[src/rtl/core/stt_pkg.sv]
// shared types, constants and helper functions of the source text tokenizer
// no dependencies; imported by every module of the block

package stt_pkg;

    localparam int POS_BITS = 16;
    localparam int LEN_BITS = 16;
    localparam int VAL_BITS = 31;
    localparam int QDEPTH   = 4;
    localparam int QAW      = $clog2(QDEPTH);

    localparam logic [VAL_BITS-1:0] INT_MAX_VAL = {VAL_BITS{1'b1}};
    localparam logic [LEN_BITS-1:0] LEN_MAX     = {LEN_BITS{1'b1}};

    localparam logic OP_BYTE = 1'b0;
    localparam logic OP_END  = 1'b1;

    localparam logic [7:0] CH_EQ     = 8'h3D;
    localparam logic [7:0] CH_DOT    = 8'h2E;
    localparam logic [7:0] CH_SEMI   = 8'h3B;
    localparam logic [7:0] CH_LPAREN = 8'h28;
    localparam logic [7:0] CH_RPAREN = 8'h29;
    localparam logic [7:0] CH_UNDER  = 8'h5F;

    typedef enum logic [3:0] {
        KIND_EOF      = 4'd0,
        KIND_EQ       = 4'd1,
        KIND_DOT      = 4'd2,
        KIND_SEMI     = 4'd3,
        KIND_LPAREN   = 4'd4,
        KIND_RPAREN   = 4'd5,
        KIND_INT      = 4'd6,
        KIND_IDENT    = 4'd7,
        KIND_NEW      = 4'd8,
        KIND_OBJECT   = 4'd9,
        KIND_NULL     = 4'd10,
        KIND_GC       = 4'd11,
        KIND_BAD      = 4'd12,
        KIND_OVERFLOW = 4'd13
    } kind_t;

    typedef enum logic [2:0] {
        CLS_SPACE,
        CLS_PUNCT,
        CLS_DIGIT,
        CLS_ALPHA,
        CLS_BAD
    } cls_t;

    typedef enum logic [1:0] {
        MODE_IDLE,
        MODE_NUM,
        MODE_IDENT,
        MODE_DROP
    } mode_t;

    typedef struct packed {
        logic       op;
        logic [7:0] char_code;
        cls_t       cls;
        kind_t      pkind;
    } q_entry_t;

    typedef struct packed {
        logic     valid;
        q_entry_t entry;
    } q_port_t;

    typedef struct packed {
        kind_t               kind;
        logic [VAL_BITS-1:0] int_value;
        logic [15:0]         start_pos;
        logic [LEN_BITS-1:0] token_length;
        logic [7:0]          bad_byte;
    } tok_t;

    // keyword k = 0 new, 1 Object, 2 null, 3 gc
    function automatic logic [2:0] kw_len(input logic [1:0] k);
        logic [2:0] l;
        case (k)
            2'd0:    l = 3'd3;
            2'd1:    l = 3'd6;
            2'd2:    l = 3'd4;
            default: l = 3'd2;
        endcase
        return l;
    endfunction

    function automatic kind_t kw_kind(input logic [1:0] k);
        kind_t r;
        case (k)
            2'd0:    r = KIND_NEW;
            2'd1:    r = KIND_OBJECT;
            2'd2:    r = KIND_NULL;
            default: r = KIND_GC;
        endcase
        return r;
    endfunction

    // zero past the keyword's end, which no identifier byte matches
    function automatic logic [7:0] kw_char(input logic [1:0] k, input logic [2:0] i);
        logic [7:0] ch;
        ch = 8'h00;
        case (k)
            2'd0: begin
                case (i)
                    3'd0:    ch = 8'h6E;
                    3'd1:    ch = 8'h65;
                    3'd2:    ch = 8'h77;
                    default: ch = 8'h00;
                endcase
            end
            2'd1: begin
                case (i)
                    3'd0:    ch = 8'h4F;
                    3'd1:    ch = 8'h62;
                    3'd2:    ch = 8'h6A;
                    3'd3:    ch = 8'h65;
                    3'd4:    ch = 8'h63;
                    3'd5:    ch = 8'h74;
                    default: ch = 8'h00;
                endcase
            end
            2'd2: begin
                case (i)
                    3'd0:    ch = 8'h6E;
                    3'd1:    ch = 8'h75;
                    3'd2:    ch = 8'h6C;
                    3'd3:    ch = 8'h6C;
                    default: ch = 8'h00;
                endcase
            end
            default: begin
                case (i)
                    3'd0:    ch = 8'h67;
                    3'd1:    ch = 8'h63;
                    default: ch = 8'h00;
                endcase
            end
        endcase
        return ch;
    endfunction

    // drop keywords whose byte at idx differs from c
    function automatic logic [3:0] kw_narrow(input logic [3:0] cand,
                                             input logic [LEN_BITS-1:0] idx,
                                             input logic [7:0] c);
        logic [3:0] r;
        r = cand;
        for (int k = 0; k < 4; k++) begin
            if (idx >= LEN_BITS'(6) || kw_char(2'(k), idx[2:0]) != c) begin
                r[k] = 1'b0;
            end
        end
        return r;
    endfunction

    function automatic kind_t ident_kind(input logic [3:0] cand,
                                         input logic [LEN_BITS-1:0] len);
        kind_t r;
        r = KIND_IDENT;
        for (int k = 3; k >= 0; k--) begin
            if (cand[k] && len == LEN_BITS'(kw_len(2'(k)))) begin
                r = kw_kind(2'(k));
            end
        end
        return r;
    endfunction

endpackage

[src/rtl/core/source_text_tokenizer_top.sv]
// top level of the source text tokenizer: front end, queue and scanner
// depends on stt_pkg, stt_front, stt_fifo, stt_back
//
//  channel  direction  handshake          payload
//  s_       in         s_valid/s_ready    s_op, s_char_code
//  m_       out        m_valid/m_ready    m_kind, m_int_value, m_start_pos,
//                                         m_token_length, m_bad_byte, m_last_of_run
//
// one item per cycle while m_ready holds and each item gives at most one token; an item that gives
// two tokens holds the scanner until both have passed the single output register.
// a taken item's result passes through the queue, then the output register.
// the four-entry queue lets s_ keep flowing while m_ is stalled, until the queue is full.
// reset is synchronous on aresetn and clears queue, scanner state and m_valid.

module source_text_tokenizer_top
    import stt_pkg::*;
(
    input  logic                aclk,
    input  logic                aresetn,
    input  logic                s_valid,
    output logic                s_ready,
    input  logic                s_op,
    input  logic [7:0]          s_char_code,
    output logic                m_valid,
    input  logic                m_ready,
    output logic [3:0]          m_kind,
    output logic [VAL_BITS-1:0] m_int_value,
    output logic [15:0]         m_start_pos,
    output logic [LEN_BITS-1:0] m_token_length,
    output logic [7:0]          m_bad_byte,
    output logic                m_last_of_run
);

    q_port_t q_push;
    q_port_t q_head;
    logic    q_full;
    logic    q_pop;

    stt_front u_front (
        .aresetn     (aresetn),
        .s_valid     (s_valid),
        .s_ready     (s_ready),
        .s_op        (s_op),
        .s_char_code (s_char_code),
        .q_full      (q_full),
        .q_push      (q_push)
    );

    stt_fifo u_fifo (
        .aclk    (aclk),
        .aresetn (aresetn),
        .q_push  (q_push),
        .q_full  (q_full),
        .q_head  (q_head),
        .q_pop   (q_pop)
    );

    stt_back u_back (
        .aclk           (aclk),
        .aresetn        (aresetn),
        .q_head         (q_head),
        .q_pop          (q_pop),
        .m_valid        (m_valid),
        .m_ready        (m_ready),
        .m_kind         (m_kind),
        .m_int_value    (m_int_value),
        .m_start_pos    (m_start_pos),
        .m_token_length (m_token_length),
        .m_bad_byte     (m_bad_byte),
        .m_last_of_run  (m_last_of_run)
    );

endmodule

[src/rtl/core/stt_front.sv]
// front end: input handshake and byte classification into the token queue
// depends on stt_pkg

module stt_front
    import stt_pkg::*;
(
    input  logic       aresetn,
    input  logic       s_valid,
    output logic       s_ready,
    input  logic       s_op,
    input  logic [7:0] s_char_code,
    input  logic       q_full,
    output q_port_t    q_push
);

    cls_t  cls;
    kind_t pkind;

    always_comb begin
        pkind = KIND_EOF;
        unique case (s_char_code) inside
            [8'd9:8'd13], 8'd32:                      cls = CLS_SPACE;
            [8'h30:8'h39]:                            cls = CLS_DIGIT;
            [8'h41:8'h5A], [8'h61:8'h7A], CH_UNDER:   cls = CLS_ALPHA;
            CH_EQ: begin
                cls   = CLS_PUNCT;
                pkind = KIND_EQ;
            end
            CH_DOT: begin
                cls   = CLS_PUNCT;
                pkind = KIND_DOT;
            end
            CH_SEMI: begin
                cls   = CLS_PUNCT;
                pkind = KIND_SEMI;
            end
            CH_LPAREN: begin
                cls   = CLS_PUNCT;
                pkind = KIND_LPAREN;
            end
            CH_RPAREN: begin
                cls   = CLS_PUNCT;
                pkind = KIND_RPAREN;
            end
            default:                                  cls = CLS_BAD;
        endcase
    end

    // hold off while in reset so nothing lands in the queue early
    assign s_ready = aresetn && !q_full;

    always_comb begin
        q_push.valid           = s_valid && s_ready;
        q_push.entry.op        = s_op;
        q_push.entry.char_code = s_char_code;
        q_push.entry.cls       = cls;
        q_push.entry.pkind     = pkind;
    end

endmodule

[src/rtl/core/stt_fifo.sv]
// short queue of classified items between front end and scanner
// depends on stt_pkg

module stt_fifo
    import stt_pkg::*;
(
    input  logic    aclk,
    input  logic    aresetn,
    input  q_port_t q_push,
    output logic    q_full,
    output q_port_t q_head,
    input  logic    q_pop
);

    q_entry_t         mem_reg [QDEPTH];
    logic [QAW-1:0]   wr_ptr_reg, wr_ptr_next;
    logic [QAW-1:0]   rd_ptr_reg, rd_ptr_next;
    logic [QAW:0]     count_reg, count_next;
    logic             do_pop;

    assign q_full       = count_reg == (QAW+1)'(QDEPTH);
    assign q_head.valid = count_reg != '0;
    assign q_head.entry = mem_reg[rd_ptr_reg];
    assign do_pop       = q_pop && q_head.valid;

    always_comb begin
        wr_ptr_next = wr_ptr_reg;
        rd_ptr_next = rd_ptr_reg;
        count_next  = count_reg;
        if (q_push.valid) begin
            wr_ptr_next = wr_ptr_reg + QAW'(1);
        end
        if (do_pop) begin
            rd_ptr_next = rd_ptr_reg + QAW'(1);
        end
        if (q_push.valid && !do_pop) begin
            count_next = count_reg + (QAW+1)'(1);
        end else if (!q_push.valid && do_pop) begin
            count_next = count_reg - (QAW+1)'(1);
        end
    end

    always_ff @(posedge aclk) begin
        if (!aresetn) begin
            wr_ptr_reg <= '0;
            rd_ptr_reg <= '0;
            count_reg  <= '0;
        end else begin
            wr_ptr_reg <= wr_ptr_next;
            rd_ptr_reg <= rd_ptr_next;
            count_reg  <= count_next;
        end
    end

    always_ff @(posedge aclk) begin
        if (q_push.valid) begin
            mem_reg[wr_ptr_reg] <= q_push.entry;
        end
    end

endmodule

[src/rtl/core/stt_back.sv]
// back end: scanner state, token assembly and the result output register
// depends on stt_pkg

module stt_back
    import stt_pkg::*;
(
    input  logic                aclk,
    input  logic                aresetn,
    input  q_port_t             q_head,
    output logic                q_pop,
    output logic                m_valid,
    input  logic                m_ready,
    output logic [3:0]          m_kind,
    output logic [VAL_BITS-1:0] m_int_value,
    output logic [15:0]         m_start_pos,
    output logic [LEN_BITS-1:0] m_token_length,
    output logic [7:0]          m_bad_byte,
    output logic                m_last_of_run
);

    mode_t               mode_reg, mode_next;
    logic [VAL_BITS-1:0] acc_reg, acc_next;
    logic                ovf_reg, ovf_next;
    logic [15:0]         start_reg, start_next;
    logic [LEN_BITS-1:0] len_reg, len_next;
    logic [POS_BITS-1:0] pos_reg, pos_next;
    logic [3:0]          cand_reg, cand_next;
    logic                phase_reg, phase_next;
    logic                m_valid_reg, m_valid_next;
    tok_t                out_reg;
    logic                last_reg;

    q_entry_t              e;
    logic                  is_digit, is_more;
    logic [VAL_BITS+3:0]   acc_mul;
    logic                  acc_big;
    logic [LEN_BITS-1:0]   len_grow;
    logic [POS_BITS+15:0]  pos_ext;
    logic [15:0]           pos16;
    logic                  cont_num, cont_ident;
    logic                  flush_valid;
    tok_t                  flush_tok;
    mode_t                 mode_after;
    logic                  byte_valid;
    tok_t                  byte_tok;
    logic [1:0]            n_res;
    tok_t                  res0;
    logic                  out_free, fire, emit;

    assign e          = q_head.entry;
    assign is_digit   = e.cls == CLS_DIGIT;
    assign is_more    = is_digit || e.cls == CLS_ALPHA;
    assign acc_mul    = ({4'b0, acc_reg} << 3) + ({4'b0, acc_reg} << 1)
                        + (VAL_BITS+4)'(e.char_code[3:0]);
    assign acc_big    = acc_mul > {4'b0, INT_MAX_VAL};
    assign len_grow   = (len_reg == LEN_MAX) ? len_reg : len_reg + LEN_BITS'(1);
    assign pos_ext    = {16'b0, pos_reg};
    assign pos16      = pos_ext[15:0];
    assign cont_num   = e.op == OP_BYTE && mode_reg == MODE_NUM && is_digit;
    assign cont_ident = e.op == OP_BYTE && mode_reg == MODE_IDENT && is_more;

    // pending token that this item closes
    always_comb begin
        flush_valid            = 1'b0;
        flush_tok              = '0;
        flush_tok.start_pos    = start_reg;
        flush_tok.token_length = len_reg;
        mode_after             = mode_reg;
        if (!cont_num && !cont_ident) begin
            if (mode_reg == MODE_NUM) begin
                flush_valid = 1'b1;
                if (ovf_reg) begin
                    flush_tok.kind = KIND_OVERFLOW;
                    mode_after     = MODE_DROP;
                end else begin
                    flush_tok.kind      = KIND_INT;
                    flush_tok.int_value = acc_reg;
                    mode_after          = MODE_IDLE;
                end
            end else if (mode_reg == MODE_IDENT) begin
                flush_valid    = 1'b1;
                flush_tok.kind = ident_kind(cand_reg, len_reg);
                mode_after     = MODE_IDLE;
            end
        end
    end

    // token made by the item itself: eof, a punctuator or a bad byte
    always_comb begin
        byte_valid = 1'b0;
        byte_tok   = '0;
        if (e.op == OP_END) begin
            byte_valid    = 1'b1;
            byte_tok.kind = KIND_EOF;
        end else if (!cont_num && !cont_ident && mode_after == MODE_IDLE) begin
            byte_tok.start_pos    = pos16;
            byte_tok.token_length = LEN_BITS'(1);
            if (e.cls == CLS_PUNCT) begin
                byte_valid    = 1'b1;
                byte_tok.kind = e.pkind;
            end else if (e.cls == CLS_BAD) begin
                byte_valid        = 1'b1;
                byte_tok.kind     = KIND_BAD;
                byte_tok.bad_byte = e.char_code;
            end
        end
    end

    assign n_res = 2'(flush_valid) + 2'(byte_valid);
    assign res0  = flush_valid ? flush_tok : byte_tok;

    // next scanner state, taken when the item leaves the queue
    always_comb begin
        mode_next  = mode_reg;
        acc_next   = acc_reg;
        ovf_next   = ovf_reg;
        start_next = start_reg;
        len_next   = len_reg;
        cand_next  = cand_reg;
        pos_next   = pos_reg + POS_BITS'(1);
        if (e.op == OP_END) begin
            mode_next  = MODE_IDLE;
            acc_next   = '0;
            ovf_next   = 1'b0;
            start_next = '0;
            len_next   = '0;
            cand_next  = '0;
            pos_next   = '0;
        end else if (cont_num) begin
            if (ovf_reg || acc_big) begin
                ovf_next = 1'b1;
                acc_next = INT_MAX_VAL;
            end else begin
                acc_next = acc_mul[VAL_BITS-1:0];
            end
            len_next = len_grow;
        end else if (cont_ident) begin
            cand_next = kw_narrow(cand_reg, len_reg, e.char_code);
            len_next  = len_grow;
        end else begin
            mode_next = mode_after;
            if (mode_after == MODE_IDLE) begin
                if (e.cls == CLS_DIGIT) begin
                    mode_next  = MODE_NUM;
                    start_next = pos16;
                    len_next   = LEN_BITS'(1);
                    ovf_next   = 1'b0;
                    acc_next   = VAL_BITS'(e.char_code[3:0]);
                end else if (e.cls == CLS_ALPHA) begin
                    mode_next  = MODE_IDENT;
                    start_next = pos16;
                    len_next   = LEN_BITS'(1);
                    ovf_next   = 1'b0;
                    cand_next  = kw_narrow(4'hF, '0, e.char_code);
                end else if (e.cls == CLS_BAD) begin
                    mode_next = MODE_DROP;
                end
            end
        end
    end

    // items with no result move on even when the output register is full
    assign out_free = !m_valid_reg || m_ready;
    assign fire     = q_head.valid && (n_res == 2'd0 || out_free);
    assign emit     = fire && n_res != 2'd0;
    assign q_pop    = fire && (n_res != 2'd2 || phase_reg);

    always_comb begin
        phase_next = phase_reg;
        if (q_pop) begin
            phase_next = 1'b0;
        end else if (fire && n_res == 2'd2) begin
            phase_next = 1'b1;
        end
        m_valid_next = m_valid_reg;
        if (emit) begin
            m_valid_next = 1'b1;
        end else if (m_ready) begin
            m_valid_next = 1'b0;
        end
    end

    always_ff @(posedge aclk) begin
        if (!aresetn) begin
            mode_reg    <= MODE_IDLE;
            acc_reg     <= '0;
            ovf_reg     <= 1'b0;
            start_reg   <= '0;
            len_reg     <= '0;
            pos_reg     <= '0;
            cand_reg    <= '0;
            phase_reg   <= 1'b0;
            m_valid_reg <= 1'b0;
        end else begin
            if (q_pop) begin
                mode_reg  <= mode_next;
                acc_reg   <= acc_next;
                ovf_reg   <= ovf_next;
                start_reg <= start_next;
                len_reg   <= len_next;
                pos_reg   <= pos_next;
                cand_reg  <= cand_next;
            end
            phase_reg   <= phase_next;
            m_valid_reg <= m_valid_next;
        end
    end

    // second of two results is the item's own token
    always_ff @(posedge aclk) begin
        if (emit) begin
            out_reg  <= (n_res == 2'd2 && phase_reg) ? byte_tok : res0;
            last_reg <= n_res == 2'd1 || phase_reg;
        end
    end

    assign m_valid        = m_valid_reg;
    assign m_kind         = out_reg.kind;
    assign m_int_value    = out_reg.int_value;
    assign m_start_pos    = out_reg.start_pos;
    assign m_token_length = out_reg.token_length;
    assign m_bad_byte     = out_reg.bad_byte;
    assign m_last_of_run  = last_reg;

endmodule

[config.mk]
export PLATFORM = sky130hd
export DESIGN_NAME = source_text_tokenizer_top
export DESIGN_NICKNAME = d
export VERILOG_FILES = /design/src/rtl/core/stt_pkg.sv /design/src/rtl/core/source_text_tokenizer_top.sv /design/src/rtl/core/stt_front.sv /design/src/rtl/core/stt_fifo.sv /design/src/rtl/core/stt_back.sv
export SDC_FILE = /design/constraint.sdc
export NUM_CORES = 1
export LEC_CHECK = 0
export ABC_AREA = 1
export ABC_CLOCK_PERIOD_IN_PS = 3800
export BUFFER_PORTS_ARGS = -buffer_cell sky130_fd_sc_hd__buf_2
export CORE_UTILIZATION = 38
export CTS_BUF_LIST = sky130_fd_sc_hd__clkbuf_2
export CTS_CLUSTER_SIZE = 24
export DETAILED_ROUTE_END_ITERATION = 8
export SLEW_MARGIN = 30
export SYNTH_ARGS = -nofsm -noshare
export SYNTH_HDL_FRONTEND = slang
export SYNTH_SLANG_ARGS = --single-unit
[constraint.sdc]
create_clock -name aclk -period 3.8 [get_ports aclk]
set_input_delay 0.19 -clock aclk [delete_from_list [all_inputs] [get_ports aclk]]
set_output_delay 0.19 -clock aclk [all_outputs]
set_load 0.02 [all_outputs]
==> summary.md <==
| Metric | Value |
|---|---|
| Status | `finished clean` |
| Hold EP | `u_fifo.mem_reg[3][8]` |
| DRT antenna net count | `0` |
| Die X | `187 um` |
| Reg2reg setup slack | `0.18 ns` |
| Largest register FFs | `60` |
| Rows | `67` |
| CP max-delay cell | `dfxtp_1` |
| Xor/xnor share of the synthesized area | `2.96%` |
| Finished Core Util | `44.7%` |
| Vias in the first global route | `11000` |
| Gr usage total | `18.3%` |
| PortBufs | `90` |
| Crit-path leading delay family | `compound AO/OA/AOI/OAI gates` |
| VDD IR max | `0.517 mV` |
| Clock power share | `19.3%` |
| Ys flop type | `edfxtp_1` |
| CTS sink count | `233` |
| Initial DRT Pass Iterations | `5` |
| Worst-path fanout max | `8` |
| Max-slew violations | `0` |
| Gr ovfl total | `0` |
| Multi-input logic area | `6060 um2` |
| Mux cell area share after synthesis | `0%` |
| Sw frac | `44.3%` |
| Seq/Total Area, Yosys | `46.4%` |
| Commonest cells post-synth | `nand2_1, inv_1, nor2_1` |
| Syn_area_per_cell | `7.97 um2` |
| Core area | `33600 um2` |
| Nets | `1888` |
| Top Metal Used | `met4` |
| Min Clock Period, post-route | `3.62 ns` |
| Synth cell types | `51` |
| CTS root buf | `clkbuf_2` |
| Die area | `35000 um2` |
| Power Internal | `5.66 mW` |
| DRT Wirelength | `31800 um` |
| DR iter-0 viols | `688` |
| Yosys top cell by area | `edfxtp_1` |
| Design area | `15000 um2` |
| Metal2 WL | `15100 um` |
| # IOs | `91` |
| WHS Path Cells | `2` |
| DR vias | `11200` |
| Wire length per cell | `13.9 um` |
| DRC viols | `0` |
| R2R depth | `22` |
| Worst R2R Start | `u_back.mode_reg[1]` |
| Synth top area cells | `edfxtp_1, dfxtp_1, nand2_1` |
| Slew headroom | `51.6%` |
| Final GP Congestion | `0.911` |
| FMAX | `0.277 GHz` |
| Via density | `4.88` |
| Worst path bufs/invs | `6` |
| Dpl hpwl | `22800 um` |
| Simple-gate portion of the synthesized area | `24.3%` |
| Max Cap Violations | `0` |
| Worst path max stage delay | `0.40 ns` |
| Hold Fails Final Rpt | `0` |
| Crit-path cells | `inv_1 -> ha_1 -> nand2_1 -> inv_1 -> a21oi_1 -> nand3_1 -> o21bai_1 -> nand2_1 -> inv_1 -> ha_1 -> inv_1 -> nand2_1 -> nand2_1 -> a21oi_4 -> inv_4 -> ha_1 -> inv_1 -> fa_1 -> a21oi_1 -> o21ai_0 -> o21ai_0 -> a21oi_1` |
| Sequential Area | `6030 um2` |
| Flops & latches, synth | `233` |
| Worst r2r dst | `u_fifo.count_reg[2]` |
| Clock Pin Slew Worst Setup and Hold Paths | `0.11 ns` |
| Worst-Margin Slew | `0.723 ns` |
| Largest net degree at the start of global routing | `64` |
| First-pass GRT wire length | `52800 um` |
| Starting Density | `38.7%` |
| Worst Setup Start Kind | `register` |
| Worst Path Arrival | `4.40 ns` |
| Asr flop ratio synth | `0%` |
| Fill cells | `3345` |
| Switching power | `4.49 mW` |
| Syn Std Cell Area | `13000 um2` |
| Hold Path Class | `input pin to register` |
| Ys Warns | `0` |
| Wire length on met1 | `14200 um` |
| Met3 Routed Length | `1620 um` |
| Most common cell in the netlist | `nand2_1` |
| Mapped Nets | `1728` |
| LEAKAGE | `6.67 nW` |
| Area Overhead vs Synth | `15.5%` |
| CTS Buf Count | `61` |
| Worst Path Class, Setup | `register to register` |
| Pwr Density | `676 nW/um2` |
| Final setup fails | `0` |
| Share of layout cells above drive strength 1 | `14.3%` |
| Sequential power share | `36.3%` |
| Critical Path End Type | `register` |
| Initial antenna violation count | `1` |
| Die Height | `187 um` |
| Post-route clock period utilization | `95.1%` |
| Post-synthesis compound-gate area fraction | `10.5%` |
| Worst Clk Skew | `0.0652 ns` |
| Comb pwr share | `44.5%` |
| CTS H-tree depth | `2` |
| Worst hold path startpoint | `s_char_code[2]` |
| Clock Tree Buf Depth | `3` |
| Area share of the largest cell type after synthesis | `31.4%` |
| Clock Latency Late Sink | `0.91 ns` |
| Post-Synth Adder-Cell Area | `8.16%` |
| Main combinational cell family by area after synthesis | `simple AND/OR/NAND/NOR gates` |
| CTS tree | `yes` |
| Post-synthesis cell count | `1632` |
| Number of synthesized flops with an enable pin | `136` |
| Area of placed instances | `14100 um2` |
| Worst EP required | `4.58 ns` |
| Top cell by count, worst path | `inv_1` |
==> layer usage <==
layer | track usage [%] | up-vias
met1 | 23.0 | 5116
met3 | 3.17 | 67
li1 | - | 5734
met4 | 7.88 | 0
met5 | 0 | -
met2 | 31.1 | 274
==> worst max path at each step <==
| stage | from | slack [ns] | end | cells past startpoint |
|---|---|---|---|---|
| floorplan | register | 0.25 | u_back.m_bad_byte[0] | 20 |
| global placement | register | 0.25 | u_back.acc_reg[17] | 22 |
| detailed placement | register | 0.14 | u_fifo.count_reg[2] | 26 |
| CTS | register | 0.08 | u_fifo.count_reg[2] | 26 |
| global route | u_back.mode_reg[1] | -0.05 | u_back.pos16[14] | 25 |
| finish | u_back.mode_reg[1] | 0.18 | u_fifo.count_reg[2] | 22 |
==> per-stage QoR <==
step,hold WS (ns),worst slack (ns),instances,power (mW),TNS [ns]
after floorplan,0.289,0.250,1632,6.72,0
after global placement,0.430,0.251,2159,8.11,0
after detailed placement,0.433,0.138,2159,8.14,0
after CTS,0.0202,0.0809,2290,10.1,0
after global routing,0.0423,-0.0520,2294,10.9,-0.0901
final,0.115,0.185,2294,10.2,0
==> cell usage in the layout (no fill, tap or decap), types with 55 or more instances in the layout <==
cell type,synthesis,routed
a21oi_1,135,135
buf_2,13,90
clkbuf_2,0,88
dfxtp_1,97,95
edfxtp_1,136,136
ha_1,80,80
inv_1,204,201
nand2_1,403,398
nand3_1,93,91
nor2_1,183,179
o21ai_0,56,55
==> power groups by stage <==
stage | clock [mW] | combinational (mW) | sequential (mW)
after floorplan | 0 | 2.44 | 4.28
after global placement | 0 | 4.37 | 3.74
after detailed placement | 0 | 4.41 | 3.74
after CTS | 2.03 | 4.44 | 3.68
after global routing | 2.17 | 4.99 | 3.74
final | 1.96 | 4.51 | 3.68
==> timing repair <==
item | CTS | global route
endpoints found under the hold margin | 148 | 0
setup endpoints to repair | 0 | 75
buffers inserted | 0 | 2
resized for setup | 0 | 39
hold buffers | 15 | 0
==> cell families after synthesis <==
| group | after synthesis |
|---|---|
| adder cells (fa/ha/maj) | 83 |
| AND/OR/NAND/NOR | 761 |
| XOR/XNOR | 44 |
| buffers and inverters | 258 |
| AO/OA/AOI/OAI | 253 |
| flip-flops | 233 |
==> cell type report <==
type,instances,share of cell area (%)
antenna,1,0.0167
clock buffer,88,2.93
clock inverter,28,1.42
inverter,215,5.46
multi-input combinational,1141,40.3
sequential,233,40.1
tap,448,3.73
timing repair buffer,140,5.96
Note: power is estimated with default switching activity, not from simulation.
